## src/sv/xcfd_pkg.sv

```systemverilog
// ----------------------------------------------------------------------------
// xcfd_pkg
// Shared types and constants for the frame deframer.
// ----------------------------------------------------------------------------
package xcfd_pkg;

    localparam logic [7:0]  SYNC_FIRST    = 8'hAA;
    localparam logic [7:0]  SYNC_SECOND   = 8'hBB;
    localparam int unsigned LEN_OVERHEAD  = 5;

    localparam logic [1:0]  ST_OK       = 2'd0;
    localparam logic [1:0]  ST_CHECKSUM = 2'd1;
    localparam logic [1:0]  ST_HEADER   = 2'd2;
    localparam logic [1:0]  ST_LENGTH   = 2'd3;

    localparam int unsigned QDEPTH = 2;
    localparam int unsigned QAW    = 1;
    localparam int unsigned QCW    = 2;

    typedef struct packed {
        logic        is_frame_end;
        logic [7:0]  payload_byte;
        logic [5:0]  payload_index;
        logic [15:0] frame_command;
        logic [15:0] device_descriptor;
        logic [6:0]  payload_length;
        logic [1:0]  frame_status;
    } t_result;

endpackage

```

## src/sv/xcfd_front.sv

```systemverilog
// ----------------------------------------------------------------------------
// xcfd_front
// Byte parser: tracks the frame position and classifies each byte.
// ----------------------------------------------------------------------------
module xcfd_front
    import xcfd_pkg::*;
#(
    parameter int unsigned MAX_PAYLOAD = 64
) (
    input  logic    i_clk,
    input  logic    i_rst_n,
    input  logic    i_valid,
    input  logic    i_full,
    input  logic [7:0] i_rx_byte,
    output logic    o_stall,
    output logic    o_push,
    output t_result o_result
);

    localparam int unsigned PW = $clog2(MAX_PAYLOAD + 1);

    localparam logic [3:0] S_SYNC1   = 4'd0;
    localparam logic [3:0] S_SYNC2   = 4'd1;
    localparam logic [3:0] S_LEN_LO  = 4'd2;
    localparam logic [3:0] S_LEN_HI  = 4'd3;
    localparam logic [3:0] S_DESC_HI = 4'd4;
    localparam logic [3:0] S_DESC_LO = 4'd5;
    localparam logic [3:0] S_CMD_LO  = 4'd6;
    localparam logic [3:0] S_CMD_HI  = 4'd7;
    localparam logic [3:0] S_PAYLOAD = 4'd8;

    logic [3:0]    r_state, n_state;
    logic [7:0]    r_len_lo, n_len_lo;
    logic [PW-1:0] r_plen, n_plen;
    logic [PW-1:0] r_cnt, n_cnt;
    logic [7:0]    r_xor, n_xor;
    logic [15:0]   r_cmd, n_cmd;
    logic [15:0]   r_desc, n_desc;

    logic          w_accept;
    logic [15:0]   w_len;
    logic [15:0]   w_plen16;
    logic [15:0]   w_plen_ext;
    logic [15:0]   w_cnt_ext;

    assign o_stall    = i_full;
    assign w_accept   = i_valid && !i_full;
    assign w_len      = {i_rx_byte, r_len_lo};
    assign w_plen16   = w_len - 16'(LEN_OVERHEAD);
    assign w_plen_ext = 16'(r_plen);
    assign w_cnt_ext  = 16'(r_cnt);

    always_comb begin
        n_state  = r_state;
        n_len_lo = r_len_lo;
        n_plen   = r_plen;
        n_cnt    = r_cnt;
        n_xor    = r_xor;
        n_cmd    = r_cmd;
        n_desc   = r_desc;
        o_push   = 1'b0;
        o_result = '0;
        if (w_accept) begin
            unique case (r_state)
                S_SYNC1: begin
                    if (i_rx_byte == SYNC_FIRST) begin
                        n_state = S_SYNC2;
                    end else begin
                        o_push                = 1'b1;
                        o_result.is_frame_end = 1'b1;
                        o_result.frame_status = ST_HEADER;
                    end
                end
                S_SYNC2: begin
                    if (i_rx_byte == SYNC_SECOND) begin
                        n_state = S_LEN_LO;
                    end else begin
                        n_state               = S_SYNC1;
                        o_push                = 1'b1;
                        o_result.is_frame_end = 1'b1;
                        o_result.frame_status = ST_HEADER;
                    end
                end
                S_LEN_LO: begin
                    n_len_lo = i_rx_byte;
                    n_state  = S_LEN_HI;
                end
                S_LEN_HI: begin
                    if (w_len < 16'(LEN_OVERHEAD) ||
                        w_len > 16'(MAX_PAYLOAD + LEN_OVERHEAD)) begin
                        n_state               = S_SYNC1;
                        o_push                = 1'b1;
                        o_result.is_frame_end = 1'b1;
                        o_result.frame_status = ST_LENGTH;
                    end else begin
                        n_plen  = w_plen16[PW-1:0];
                        n_cnt   = '0;
                        n_xor   = '0;
                        n_state = S_DESC_HI;
                    end
                end
                S_DESC_HI: begin
                    n_xor   = r_xor ^ i_rx_byte;
                    n_desc  = {i_rx_byte, 8'h00};
                    n_state = S_DESC_LO;
                end
                S_DESC_LO: begin
                    n_xor   = r_xor ^ i_rx_byte;
                    n_desc  = {r_desc[15:8], i_rx_byte};
                    n_state = S_CMD_LO;
                end
                S_CMD_LO: begin
                    n_xor   = r_xor ^ i_rx_byte;
                    n_cmd   = {8'h00, i_rx_byte};
                    n_state = S_CMD_HI;
                end
                S_CMD_HI: begin
                    n_xor   = r_xor ^ i_rx_byte;
                    n_cmd   = {i_rx_byte, r_cmd[7:0]};
                    n_state = S_PAYLOAD;
                end
                S_PAYLOAD: begin
                    o_push = 1'b1;
                    if (r_cnt < r_plen) begin
                        n_xor                  = r_xor ^ i_rx_byte;
                        n_cnt                  = r_cnt + 1'b1;
                        o_result.payload_byte  = i_rx_byte;
                        o_result.payload_index = w_cnt_ext[5:0];
                    end else begin
                        n_state                    = S_SYNC1;
                        o_result.is_frame_end      = 1'b1;
                        o_result.frame_command     = r_cmd;
                        o_result.device_descriptor = r_desc;
                        o_result.payload_length    = w_plen_ext[6:0];
                        o_result.frame_status      = (i_rx_byte == r_xor) ? ST_OK
                                                                          : ST_CHECKSUM;
                    end
                end
                default: begin
                    n_state = S_SYNC1;
                end
            endcase
        end
    end

    always_ff @(posedge i_clk) begin
        if (!i_rst_n) begin
            r_state <= S_SYNC1;
            r_cnt   <= '0;
            r_plen  <= '0;
        end else begin
            r_state <= n_state;
            r_cnt   <= n_cnt;
            r_plen  <= n_plen;
        end
        r_len_lo <= n_len_lo;
        r_xor    <= n_xor;
        r_cmd    <= n_cmd;
        r_desc   <= n_desc;
    end

    a_cnt_bound: assert property (@(posedge i_clk) disable iff (!i_rst_n)
        r_state == S_PAYLOAD |-> r_cnt <= r_plen)
        else $error("payload count beyond length");

    a_push_only_accepted: assert property (@(posedge i_clk) disable iff (!i_rst_n)
        o_push |-> w_accept)
        else $error("push without accepted byte");

    a_len_drop: assert property (@(posedge i_clk) disable iff (!i_rst_n)
        o_push && o_result.frame_status == ST_LENGTH |=> r_state == S_SYNC1)
        else $error("parser not back at start after length error");

endmodule

```

## src/sv/xcfd_queue.sv

```systemverilog
// ----------------------------------------------------------------------------
// xcfd_queue
// Two-entry request queue between parser and output stage.
// ----------------------------------------------------------------------------
module xcfd_queue
    import xcfd_pkg::*;
(
    input  logic    i_clk,
    input  logic    i_rst_n,
    input  logic    i_push,
    input  t_result i_data,
    input  logic    i_pop,
    output logic    o_full,
    output logic    o_nempty,
    output t_result o_data
);

    t_result          r_mem [QDEPTH];
    logic [QAW-1:0]   r_wp;
    logic [QAW-1:0]   r_rp;
    logic [QCW-1:0]   r_cnt;

    assign o_full   = (r_cnt == QCW'(QDEPTH));
    assign o_nempty = (r_cnt != '0);
    assign o_data   = r_mem[r_rp];

    always_ff @(posedge i_clk) begin
        if (!i_rst_n) begin
            r_wp  <= '0;
            r_rp  <= '0;
            r_cnt <= '0;
        end else begin
            if (i_push) begin
                r_wp <= r_wp + 1'b1;
            end
            if (i_pop) begin
                r_rp <= r_rp + 1'b1;
            end
            r_cnt <= r_cnt + QCW'(i_push) - QCW'(i_pop);
        end
        if (i_push) begin
            r_mem[r_wp] <= i_data;
        end
    end

    a_no_overflow: assert property (@(posedge i_clk) disable iff (!i_rst_n)
        i_push |-> !o_full)
        else $error("push into full queue");

    a_no_underflow: assert property (@(posedge i_clk) disable iff (!i_rst_n)
        i_pop |-> o_nempty)
        else $error("pop from empty queue");

    a_cnt_range: assert property (@(posedge i_clk) disable iff (!i_rst_n)
        r_cnt <= QCW'(QDEPTH))
        else $error("queue count out of range");

endmodule

```

## src/sv/xcfd_back.sv

```systemverilog
// ----------------------------------------------------------------------------
// xcfd_back
// Output register: drains the queue and presents one result at a time.
// ----------------------------------------------------------------------------
module xcfd_back
    import xcfd_pkg::*;
(
    input  logic    i_clk,
    input  logic    i_rst_n,
    input  logic    i_nempty,
    input  t_result i_data,
    input  logic    i_stall,
    output logic    o_pop,
    output logic    o_valid,
    output t_result o_result
);

    logic    r_valid;
    t_result r_data;

    assign o_pop    = i_nempty && (!r_valid || !i_stall);
    assign o_valid  = r_valid;
    assign o_result = r_data;

    always_ff @(posedge i_clk) begin
        if (!i_rst_n) begin
            r_valid <= 1'b0;
        end else if (o_pop) begin
            r_valid <= 1'b1;
        end else if (!i_stall) begin
            r_valid <= 1'b0;
        end
        if (o_pop) begin
            r_data <= i_data;
        end
    end

    a_pop_loads: assert property (@(posedge i_clk) disable iff (!i_rst_n)
        o_pop |=> r_valid)
        else $error("popped request not presented");

    a_pop_when_free: assert property (@(posedge i_clk) disable iff (!i_rst_n)
        r_valid && i_stall |-> !o_pop)
        else $error("pop while output held");

    a_drop_when_taken: assert property (@(posedge i_clk) disable iff (!i_rst_n)
        r_valid && !i_stall && !i_nempty |=> !r_valid)
        else $error("taken result not dropped");

endmodule

```

## src/sv/xor_checked_frame_deframer_unit.sv

```systemverilog
// ----------------------------------------------------------------------------
// xor_checked_frame_deframer_unit
// Sync/length/XOR-checksum frame parser with payload and summary results.
//
//   channel | direction | handshake          | payload
//   --------+-----------+--------------------+-----------------------------------
//   input   | in        | i_valid / o_stall  | i_rx_byte
//   output  | out       | o_valid / i_stall  | o_is_frame_end .. o_frame_status
//
// One byte is accepted per cycle while o_stall is low; the parser state is registered.
// Results pass a two-entry queue and an output register.
// o_stall rises only when the queue is full, i.e. after the output has stalled.
// Reset is synchronous and active low; the parser returns to the first sync byte.
// ----------------------------------------------------------------------------
module xor_checked_frame_deframer_unit
    import xcfd_pkg::*;
#(
    parameter int unsigned MAX_PAYLOAD = 64
) (
    input  logic        i_clk,
    input  logic        i_rst_n,
    input  logic        i_valid,
    output logic        o_stall,
    input  logic [7:0]  i_rx_byte,
    output logic        o_valid,
    input  logic        i_stall,
    output logic        o_is_frame_end,
    output logic [7:0]  o_payload_byte,
    output logic [5:0]  o_payload_index,
    output logic [15:0] o_frame_command,
    output logic [15:0] o_device_descriptor,
    output logic [6:0]  o_payload_length,
    output logic [1:0]  o_frame_status
);

    logic    w_push;
    logic    w_pop;
    logic    w_full;
    logic    w_nempty;
    t_result w_front_res;
    t_result w_queue_res;
    t_result w_out_res;

    xcfd_front #(
        .MAX_PAYLOAD(MAX_PAYLOAD)
    ) u_front (
        .i_clk     (i_clk),
        .i_rst_n   (i_rst_n),
        .i_valid   (i_valid),
        .i_full    (w_full),
        .i_rx_byte (i_rx_byte),
        .o_stall   (o_stall),
        .o_push    (w_push),
        .o_result  (w_front_res)
    );

    xcfd_queue u_queue (
        .i_clk    (i_clk),
        .i_rst_n  (i_rst_n),
        .i_push   (w_push),
        .i_data   (w_front_res),
        .i_pop    (w_pop),
        .o_full   (w_full),
        .o_nempty (w_nempty),
        .o_data   (w_queue_res)
    );

    xcfd_back u_back (
        .i_clk    (i_clk),
        .i_rst_n  (i_rst_n),
        .i_nempty (w_nempty),
        .i_data   (w_queue_res),
        .i_stall  (i_stall),
        .o_pop    (w_pop),
        .o_valid  (o_valid),
        .o_result (w_out_res)
    );

    assign o_is_frame_end      = w_out_res.is_frame_end;
    assign o_payload_byte      = w_out_res.payload_byte;
    assign o_payload_index     = w_out_res.payload_index;
    assign o_frame_command     = w_out_res.frame_command;
    assign o_device_descriptor = w_out_res.device_descriptor;
    assign o_payload_length    = w_out_res.payload_length;
    assign o_frame_status      = w_out_res.frame_status;

endmodule

```

## config.mk

```make
export PLATFORM = sky130hd
export DESIGN_NAME = xor_checked_frame_deframer_unit
export DESIGN_NICKNAME = d
export VERILOG_FILES = /design/src/sv/xcfd_pkg.sv /design/src/sv/xcfd_front.sv /design/src/sv/xcfd_queue.sv /design/src/sv/xcfd_back.sv /design/src/sv/xor_checked_frame_deframer_unit.sv
export SDC_FILE = /design/constraint.sdc
export NUM_CORES = 1
export LEC_CHECK = 0
export BUFFER_PORTS_ARGS = -buffer_cell sky130_fd_sc_hd__buf_4
export CAP_MARGIN = 20
export CELL_PAD_IN_SITES_DETAIL_PLACEMENT = 1
export CELL_PAD_IN_SITES_GLOBAL_PLACEMENT = 1
export CORE_ASPECT_RATIO = 1.2
export CORE_MARGIN = 2
export CORE_UTILIZATION = 30
export DETAILED_ROUTE_END_ITERATION = 10
export PLACE_DENSITY = 0.6
export RECOVER_POWER = 100
export SLEW_MARGIN = 5
export SYNTH_ARGS = -nofsm -noshare
export SYNTH_HDL_FRONTEND = slang
export SYNTH_SLANG_ARGS = --single-unit
```

## constraint.sdc

```tcl
create_clock -name i_clk -period 7.6 [get_ports i_clk]
set_clock_uncertainty 0.05 [all_clocks]
set_input_delay 2.28 -clock i_clk [delete_from_list [all_inputs] [get_ports i_clk]]
set_output_delay 2.28 -clock i_clk [all_outputs]
set_load 0.02 [all_outputs]
```

; Yosys cells after proc, flatten, opt, wreduce, memory -nomap -nowiden
; Memory sizes are Yosys's and may differ from the RTL's. A register that Yosys moved wholly into a read port is not among the register bits.
; Index checks and enable logic that the tools add are counted.
[word_totals]
romBits = 0
output_inout_bits = 58
ff_bits = 71
wordCells = 100
latchBits = 0
ram_bits = 112
memories = 1
in_bits = 12
[memory_table]
columns = name, words, width, read_ports, rd_clocked_by_memory_dff, wr, line_no
row1 = u_queue.r_mem, 2, 56, 1, 1, 1, xcfd_queue.sv:18  ; t_result r_mem [QDEPTH];
[classes]
n_mux = 33
div = 0
bitwise = 4
addsub = 6
multipliers = 0
shifts = 0
n_eq_ne = 17
n_lt_le_gt_ge = 3
n_reduce_logical = 23
[ops]
columns = operator, n
row1 = 16-bit one-hot mux with 2 select lines, 2
row2 = 56-bit two-way mux, 1
row3 = 53-bit two-way mux, 1
row4 = 41-bit two-way mux, 1
row5 = 4-bit one-hot mux with 9 select lines, 1
row6 = 8-bit one-hot mux with 3 select lines, 1
row7 = "4-bit by 3-bit equality test with 1-bit output, second input constant", 4
row8 = "8-bit equality test, second input constant", 2
row9 = "16-bit by 7-bit greater-than comparator with 1-bit output, second input constant", 1
row10 = "16-bit by 3-bit less-than comparator with 1-bit output, second input constant", 1
row11 = 8-bit two-way mux, 2
row12 = 14-bit two-way mux, 1
row13 = 7-bit two-way mux, 2
row14 = 7-bit one-hot mux with 2 select lines, 1
row15 = 3-bit AND reduction, 4
row16 = 1-bit two-way mux, 10
row17 = "4-bit by 2-bit equality test with 1-bit output, second input constant", 2
row18 = 8-bit equality test, 1
row19 = 2-bit two-way mux, 4
row20 = 4-bit two-way mux, 2
row21 = 1-bit one-hot mux with 4 select lines, 2
row22 = 2-bit one-hot mux with 4 select lines, 1
row23 = 4-bit AND reduction, 2
row24 = 2-bit nonzero test, 4
row25 = other kinds (21), 33

; Longest topological paths before layout
; Gate-level depths: netlist of run 1.
[logic_depth]
word_depth = 7
mapped_depth = 11
depth_no_buf = 11

; By module
; From an unflattened synthesis of run 1, not the netlist that was laid out.
[hier_totals]
cells_unflattened = 596
hier_area_um2 = 9695.5
[modules_own_cells]
columns = mod, area_each_um2, seq_area_each_um2, cells_each, instances
row1 = xcfd_queue, 4433.0, 3463.3, 195, 1
row2 = xcfd_front, 3542.1, 1801.7, 341, 1
row3 = xcfd_back, 1720.4, 1701.6, 60, 1

; Worst setup path after synthesis of run 1
; OpenSTA, ideal clock, no wires.
[synth_timing]
kind = in2reg
start = input port i_stall
end = register u_queue.r_cnt[1]
cell_stages = 7
path_slack_ps = 1131
required_time_ps = 7422
setup_time_ps = 128
path_buffers = 0
t_arrival_ps = 6291
path_cell_list = a21oi_1 > ha_1 > inv_1 > ha_1 > xor2_1 > xnor2_1 > nor2_1
[synth_between]
elab_chain_len = 4
[synth_rtl]
columns = item, line_no
row1 = from (decl), xor_checked_frame_deframer_unit.sv:26  ; input logic i_stall,
row2 = 1-bit zero test, xcfd_back.sv:21  ; assign o_pop = i_nempty && (!r_valid || !i_stall);
row3 = 1-bit logical OR, xcfd_back.sv:21
row4 = 1-bit logical AND, xcfd_back.sv:21
row5 = 2-bit by 1-bit subtractor with 2-bit output, xcfd_queue.sv:39  ; r_cnt <= r_cnt + QCW'(i_push) - QCW'(i_pop);
row6 = to (signal assigned), xcfd_queue.sv:39
row7 = to (decl), xcfd_queue.sv:21  ; logic [QCW-1:0] r_cnt;
; Every way passes these cells.
; A chain may end at the register's enable or synchronous reset.

; Final worst setup path of run 1
[layout_timing]
start = input port i_stall
end = register u_queue.r_cnt[1]
[layout_between]
elab_chain_len = 4
[layout_rtl]
columns = item, line_no
row1 = 1-bit zero test, xcfd_back.sv:21
row2 = 1-bit logical OR, xcfd_back.sv:21
row3 = 1-bit logical AND, xcfd_back.sv:21
row4 = via u_back.o_pop, xcfd_back.sv:13  ; output logic o_pop,
row5 = 2-bit by 1-bit subtractor with 2-bit output, xcfd_queue.sv:39
; The timed path passes the listed nets, and every way through them passes these cells.

==> results of run 1 <==
## worst max-delay path: cells and delay by family
kind	cells	cell delay (ns)
and+or+nand+nor	1	0.05
buffers and inverters	3	2.37
AOI/OAI and AO/OA	1	0.14
xor gates and xnor gates	2	0.31
adders and majority gates	2	0.71
## report_power, final
group | internal (mW) | total, mW | switching (mW) | leakage [nW]
combinational | 0.219 | 0.690 | 0.471 | 1.24
sequential | 1.75 | 1.81 | 0.0618 | 2.19
clock | 0.657 | 1.14 | 0.483 | 0.378
## routing by layer
layer	vias to the layer above	wire length, µm	GRT usage (%)
met5	-	0	0
met4	0	457	4.18
met3	32	809	1.64
met2	111	10000	21.1
met1	2604	9240	16.0
li1	2432	-	-
## path summary, 6_finish.rpt
path                                         from                             end
hold / removal     u_front.r_plen[1]$_SDFFE_PN0P_  u_front.r_plen[1]$_SDFFE_PN0P_
setup / recovery                          i_stall     u_queue.r_cnt[1]$_SDFF_PN0_
setup reg to reg  u_front.r_state[0]$_SDFFE_PN0P_  u_queue.r_mem[1][27]$_DFFE_PP_
hold reg to reg    u_front.r_plen[1]$_SDFFE_PN0P_  u_front.r_plen[1]$_SDFFE_PN0P_
## kinds of logic after synthesis
| logic type | Yosys count | synth area share, % |
|---|---|---|
| AO/OA/AOI/OAI | 40 | 2.93 |
| buffers and inverters | 41 | 1.73 |
| XOR/XNOR | 19 | 1.75 |
| adder cells (fa/ha/maj) | 11 | 1.45 |
| multiplexers | 63 | 7.37 |
| flip-flops | 239 | 72.9 |
| AND/OR/NAND/NOR | 197 | 11.8 |
## area by class of cell
cell class,count,area (µm²)
clock inverters,12,83.8
multi-input cells,330,2430
inverters,13,48.8
repair buffers,80,332
clock buffers,33,676
flip-flops and latches,239,6950
fillers,3261,20300
well taps,401,502
## state kept, by name, indices dropped and copies added (netlist names)
| signal | cells |
|---|---|
| u_back.o_result | 56 |
| u_back.o_valid | 1 |
| u_front.r_cmd | 16 |
| u_front.r_cnt | 7 |
| u_front.r_desc | 16 |
| u_front.r_len_lo | 8 |
| u_front.r_plen | 7 |
| u_front.r_state | 4 |
| u_front.r_xor | 8 |
| u_queue.r_cnt | 2 |
| u_queue.r_mem | 112 |
| u_queue.r_rp | 1 |
| u_queue.r_wp | 1 |
## cells in the mapped netlist (all sizes together), types with 11 or more instances
cell,instances
inv,13
and2,26
edfxtp,216
a21oi,12
nor2b,12
ha,11
nor2,40
mux2,57
xnor2,15
and3,52
clkbuf,24
dfxtp,23
nand2,26
## per-stage QoR
stage	setup WS (ns)	power (mW)
after floorplan	1.13	2.32
after global placement	2.63	2.63
after detailed placement	2.51	2.66
after CTS	3.04	3.81
after global routing	1.60	3.82
final	2.07	3.64
==> impl_metrics.env, run 1 <==
export IMPL_hold_viol=0
export IMPL_vias_per_cell=4.67
export IMPL_setup_violations=0
export IMPL_hp_class="flip-flop to flip-flop"
export IMPL_ys_warn_count=0
export IMPL_drt_initial_drc_count=267
export IMPL_layout_common_cells="edfxtp_1, clkbuf_1, and3_1, mux2_2, nor2_1"
export IMPL_clock_latency_ns=0.51
export IMPL_grt_ovfl_total=0
export IMPL_worst_path_largest_cell_delay_ns=2.20
export IMPL_cp_start_kind="primary input"
export IMPL_hpwl_um=14100
export IMPL_grt_pass1_vias=5596
export IMPL_grt_pass1_wl_um=32200
export IMPL_cts_resized_gates=0
export IMPL_grt_usage_pct=12.3
export IMPL_die_area_um2=33200
export IMPL_rsz0062_at_grt="no"
export IMPL_worstHoldPathCells=2
export IMPL_syn_area_per_cell_um2=15.6
export IMPL_hold_ws_ns=0.402
export IMPL_grt_max_degree=59
export IMPL_fp_dieH_um=199
export IMPL_layout_commonest_cell="edfxtp_1"
export IMPL_ios=70
export IMPL_required_ns=7.94
export IMPL_place_port_buffers=69
export IMPL_cts_clk_slew_worst_paths_ns=0.06
export IMPL_synthDominantCellAreaShare_pct=68.1
export IMPL_rrSetupSlack_ns=3.10
export IMPL_fin_nets=712
export IMPL_slew_headroom_pct=-109
export IMPL_slowest_stage="clkbuf_1"
export IMPL_cts_num_sinks=239
export IMPL_dr_pass1_iters=4
export IMPL_wl_per_cell_um=18.6
export IMPL_maxSlewViolCount=227
export IMPL_fmax_mhz=181
export IMPL_post_synth_top_area_cell="edfxtp_1"
export IMPL_ys_types=55
export IMPL_gp_congestion=0.817
export IMPL_ys_top_cells_by_area="edfxtp_1, mux2_2, dfxtp_1, and3_1, and2_1"
export IMPL_placementRows=71
export IMPL_cts_tree="done"
export IMPL_drc=0
export IMPL_critical_path_class="primary input to flip-flop"
export IMPL_drv_cap=5
export IMPL_finish_instance_area_um2=11000
export IMPL_syn_nets=633
export IMPL_cts_root_buffer="clkbuf_16"
export IMPL_h_tree_depth=1
export IMPL_post_cts_buffers=0
export IMPL_wl_um=20600
export IMPL_synthArstFlopShare_pct=0
export IMPL_cts_hold_buf=0
export IMPL_ys_ff_latch=239
export IMPL_antenna_found_initial=0
export IMPL_yosys_most_used_dff="edfxtp_1"
export IMPL_synthCells=610
export IMPL_critPathArrivalTime_ns=5.87
export IMPL_finalCriticalPeriod_ns=5.53
export IMPL_p_per_area_nw_per_um2=331
export IMPL_cts_buffer_depth=3
export IMPL_finalNonFillerCells=1108
export IMPL_peakVddDrop_mv=0.153
export IMPL_fin_crit_sh_pct=72.8
export IMPL_numCtsBuffers=25
export IMPL_dp_cells=1060
export IMPL_violations="max-capacitance violations, max-slew violations"
export IMPL_worst_r2r_path_depth=5
export IMPL_critPathCaptureType="flip-flop"
export IMPL_postRouteAntennaNets=0
export IMPL_outcome="complete, but fails checks"
export IMPL_drive_gt1_share_pct=12.4
export IMPL_final_util_pct=35.2
export IMPL_path_cells="clkbuf_1, a21oi_4, clkbuf_1, ha_1, inv_1, ha_1, xor2_1, xnor2_1, nor2_1"
export IMPL_dieWidth_um=167
export IMPL_worst_slew_pin_slew_ns=3.13
export IMPL_placed_cell_area_um2=10500
export IMPL_initial_core_util_pct=30.5
export IMPL_worstPathMaxFanout=58
export IMPL_coreArea_um2=31300
export IMPL_syn2layout_area_growth_pct=15.7
export IMPL_syn_area_um2=9520
export IMPL_synth_edf_count=216
export IMPL_leakage_nw=3.80
export IMPL_num_antenna_cells=0
export IMPL_synth_seq_area_share_pct=72.9
export IMPL_fin_tns_setup_ns=0
export IMPL_vias=5179
No activity file was read; power rests on OpenSTA's default activity.
==> run 2: changes to the inputs <==
- clock period: 7.6 -> 5.15 ns (I/O delays scaled with it)
==> impl_metrics.env, run 2 (synthesis results as in run 1) <==
export IMPL_coreArea_um2=31300
export IMPL_required_ns=5.28
export IMPL_wl_um=20800
export IMPL_grt_pass1_wl_um=32300
export IMPL_hpwl_um=14200
export IMPL_cts_clk_slew_worst_paths_ns=0.06
export IMPL_outcome="complete, but fails checks"
export IMPL_cts_tree="done"
export IMPL_cts_num_sinks=239
export IMPL_slew_headroom_pct=-61.8
export IMPL_num_antenna_cells=0
export IMPL_fin_crit_sh_pct=75.1
export IMPL_p_per_area_nw_per_um2=484
export IMPL_critPathArrivalTime_ns=4.00
export IMPL_numCtsBuffers=24
export IMPL_grt_use_met3_pct=1.49
export IMPL_syn2layout_area_growth_pct=15.5
export IMPL_leakage_nw=3.79
export IMPL_die_area_um2=33200
export IMPL_postRouteAntennaNets=0
export IMPL_fmax_mhz=258
export IMPL_dr_pass1_iters=4
export IMPL_grt_ovfl_total=0
export IMPL_grt_max_degree=58
export IMPL_worstPathMaxFanout=48
export IMPL_cts_root_buffer="clkbuf_16"
export IMPL_place_port_buffers=69
export IMPL_post_cts_buffers=0
export IMPL_critical_path_class="primary input to flip-flop"
export IMPL_layout_common_cells="edfxtp_1, clkbuf_1, and3_1, mux2_2, nor2_1"
export IMPL_maxSlewViolCount=153
export IMPL_peakVddDrop_mv=0.217
export IMPL_vias_per_cell=4.64
export IMPL_drv_cap=3
export IMPL_top_register="u_queue.r_mem"
export IMPL_violations="max-capacitance violations, max-slew violations"
export IMPL_cp_start_kind="primary input"
export IMPL_clock_latency_ns=0.52
export IMPL_grt_usage_pct=12.3
export IMPL_largest_reg_flops=112
export IMPL_ios=70
export IMPL_grt_busiest_layer="met2"
export IMPL_grt_pass1_vias=5573
export IMPL_fp_dieH_um=199
export IMPL_fin_nets=712
export IMPL_finalCriticalPeriod_ns=3.87
export IMPL_dp_slack_ns=1.30
export IMPL_wl_per_cell_um=18.8
export IMPL_h_tree_depth=1
export IMPL_gp_congestion=0.831
export IMPL_fin_tns_setup_ns=0
export IMPL_cts_resized_gates=0
export IMPL_placementRows=71
export IMPL_finalWorstSetupSlack_ns=1.28
export IMPL_fillers=3284
export IMPL_initial_core_util_pct=30.5
export IMPL_dieWidth_um=167
export IMPL_drc=0
export IMPL_drt_initial_drc_count=307
export IMPL_cts_hold_buf=0
export IMPL_worst_slew_pin_slew_ns=2.43
export IMPL_finish_instance_area_um2=11000
export IMPL_vias=5137
export IMPL_critPathCaptureType="flip-flop"
export IMPL_drive_gt1_share_pct=12.2
export IMPL_hold_viol=0
export IMPL_setup_violations=0
export IMPL_grtUsageMet1_pct=15.1
export IMPL_hold_ws_ns=0.410
export IMPL_rsz0062_at_grt="no"
export IMPL_antenna_found_initial=0
export IMPL_layout_commonest_cell="edfxtp_1"
export IMPL_hp_class="flip-flop to flip-flop"
export IMPL_placed_cell_area_um2=10500
export IMPL_use_met2_pct=22.7
export IMPL_cts_buffer_depth=3
run 2: worst paths after layout:
check	from	endpoint	slack, ns	depth (start not counted)
setup reg to reg	u_front.r_state[0]$_SDFFE_PN0P_	u_queue.r_mem[0][4]$_DFFE_PP_	1.54	5
hold / removal	u_front.r_plen[1]$_SDFFE_PN0P_	u_front.r_plen[1]$_SDFFE_PN0P_	0.41	2
setup / recovery	i_rx_byte[4]	u_queue.r_mem[0][4]$_DFFE_PP_	1.28	7
hold reg to reg	u_front.r_plen[1]$_SDFFE_PN0P_	u_front.r_plen[1]$_SDFFE_PN0P_	0.41	2
run 2: critical path, cell delays in order:
cell,delay [ns]
clkbuf_1,0.40
nor3_1,0.10
o211ai_1,0.21
a22oi_1,0.16
a21bo_1,0.32
a21oi_1,0.83
buf_12,0.36
run 2: where the power goes:
group / switching (mW) / internal [mW]
combinational: 0.677 / 0.321
sequential: 0.120 / 2.57
clock: 0.703 / 0.924
total: 1.50 / 3.82
run 2: cell type report:
| type | instances | area (µm²) | area share [%] |
|---|---|---|---|
| inverter | 13 | 48.8 | 0.444 |
| tap | 401 | 502 | 4.56 |
| timing repair buffer | 81 | 365 | 3.32 |
| clock inverter | 10 | 83.8 | 0.762 |
| multi-input combinational | 330 | 2410 | 21.9 |
| sequential | 239 | 6950 | 63.2 |
| clock buffer | 32 | 641 | 5.83 |
run 2: metrics by stage:
| step | power [mW] | instances | util, % |
|---|---|---|---|
| 2_1_floorplan | 3.41 | 610 | - |
| 3_3_place_gp | 3.91 | 1061 | 33.7 |
| 3_5_place_dp | 3.94 | 1061 | 33.7 |
| 4_1_cts | 5.58 | 1103 | 36.0 |
| 5_1_grt | 5.55 | 1106 | 35.2 |
| 6_report | 5.32 | 1106 | 35.2 |
run 2: layer usage:
| layer | vias to the layer above | wire length [µm] |
|---|---|---|
| met3 | 26 | 648 |
| met1 | 2582 | 9100 |
| met2 | 95 | 10700 |
| met4 | 0 | 335 |
| li1 | 2434 | - |
| met5 | - | 0 |
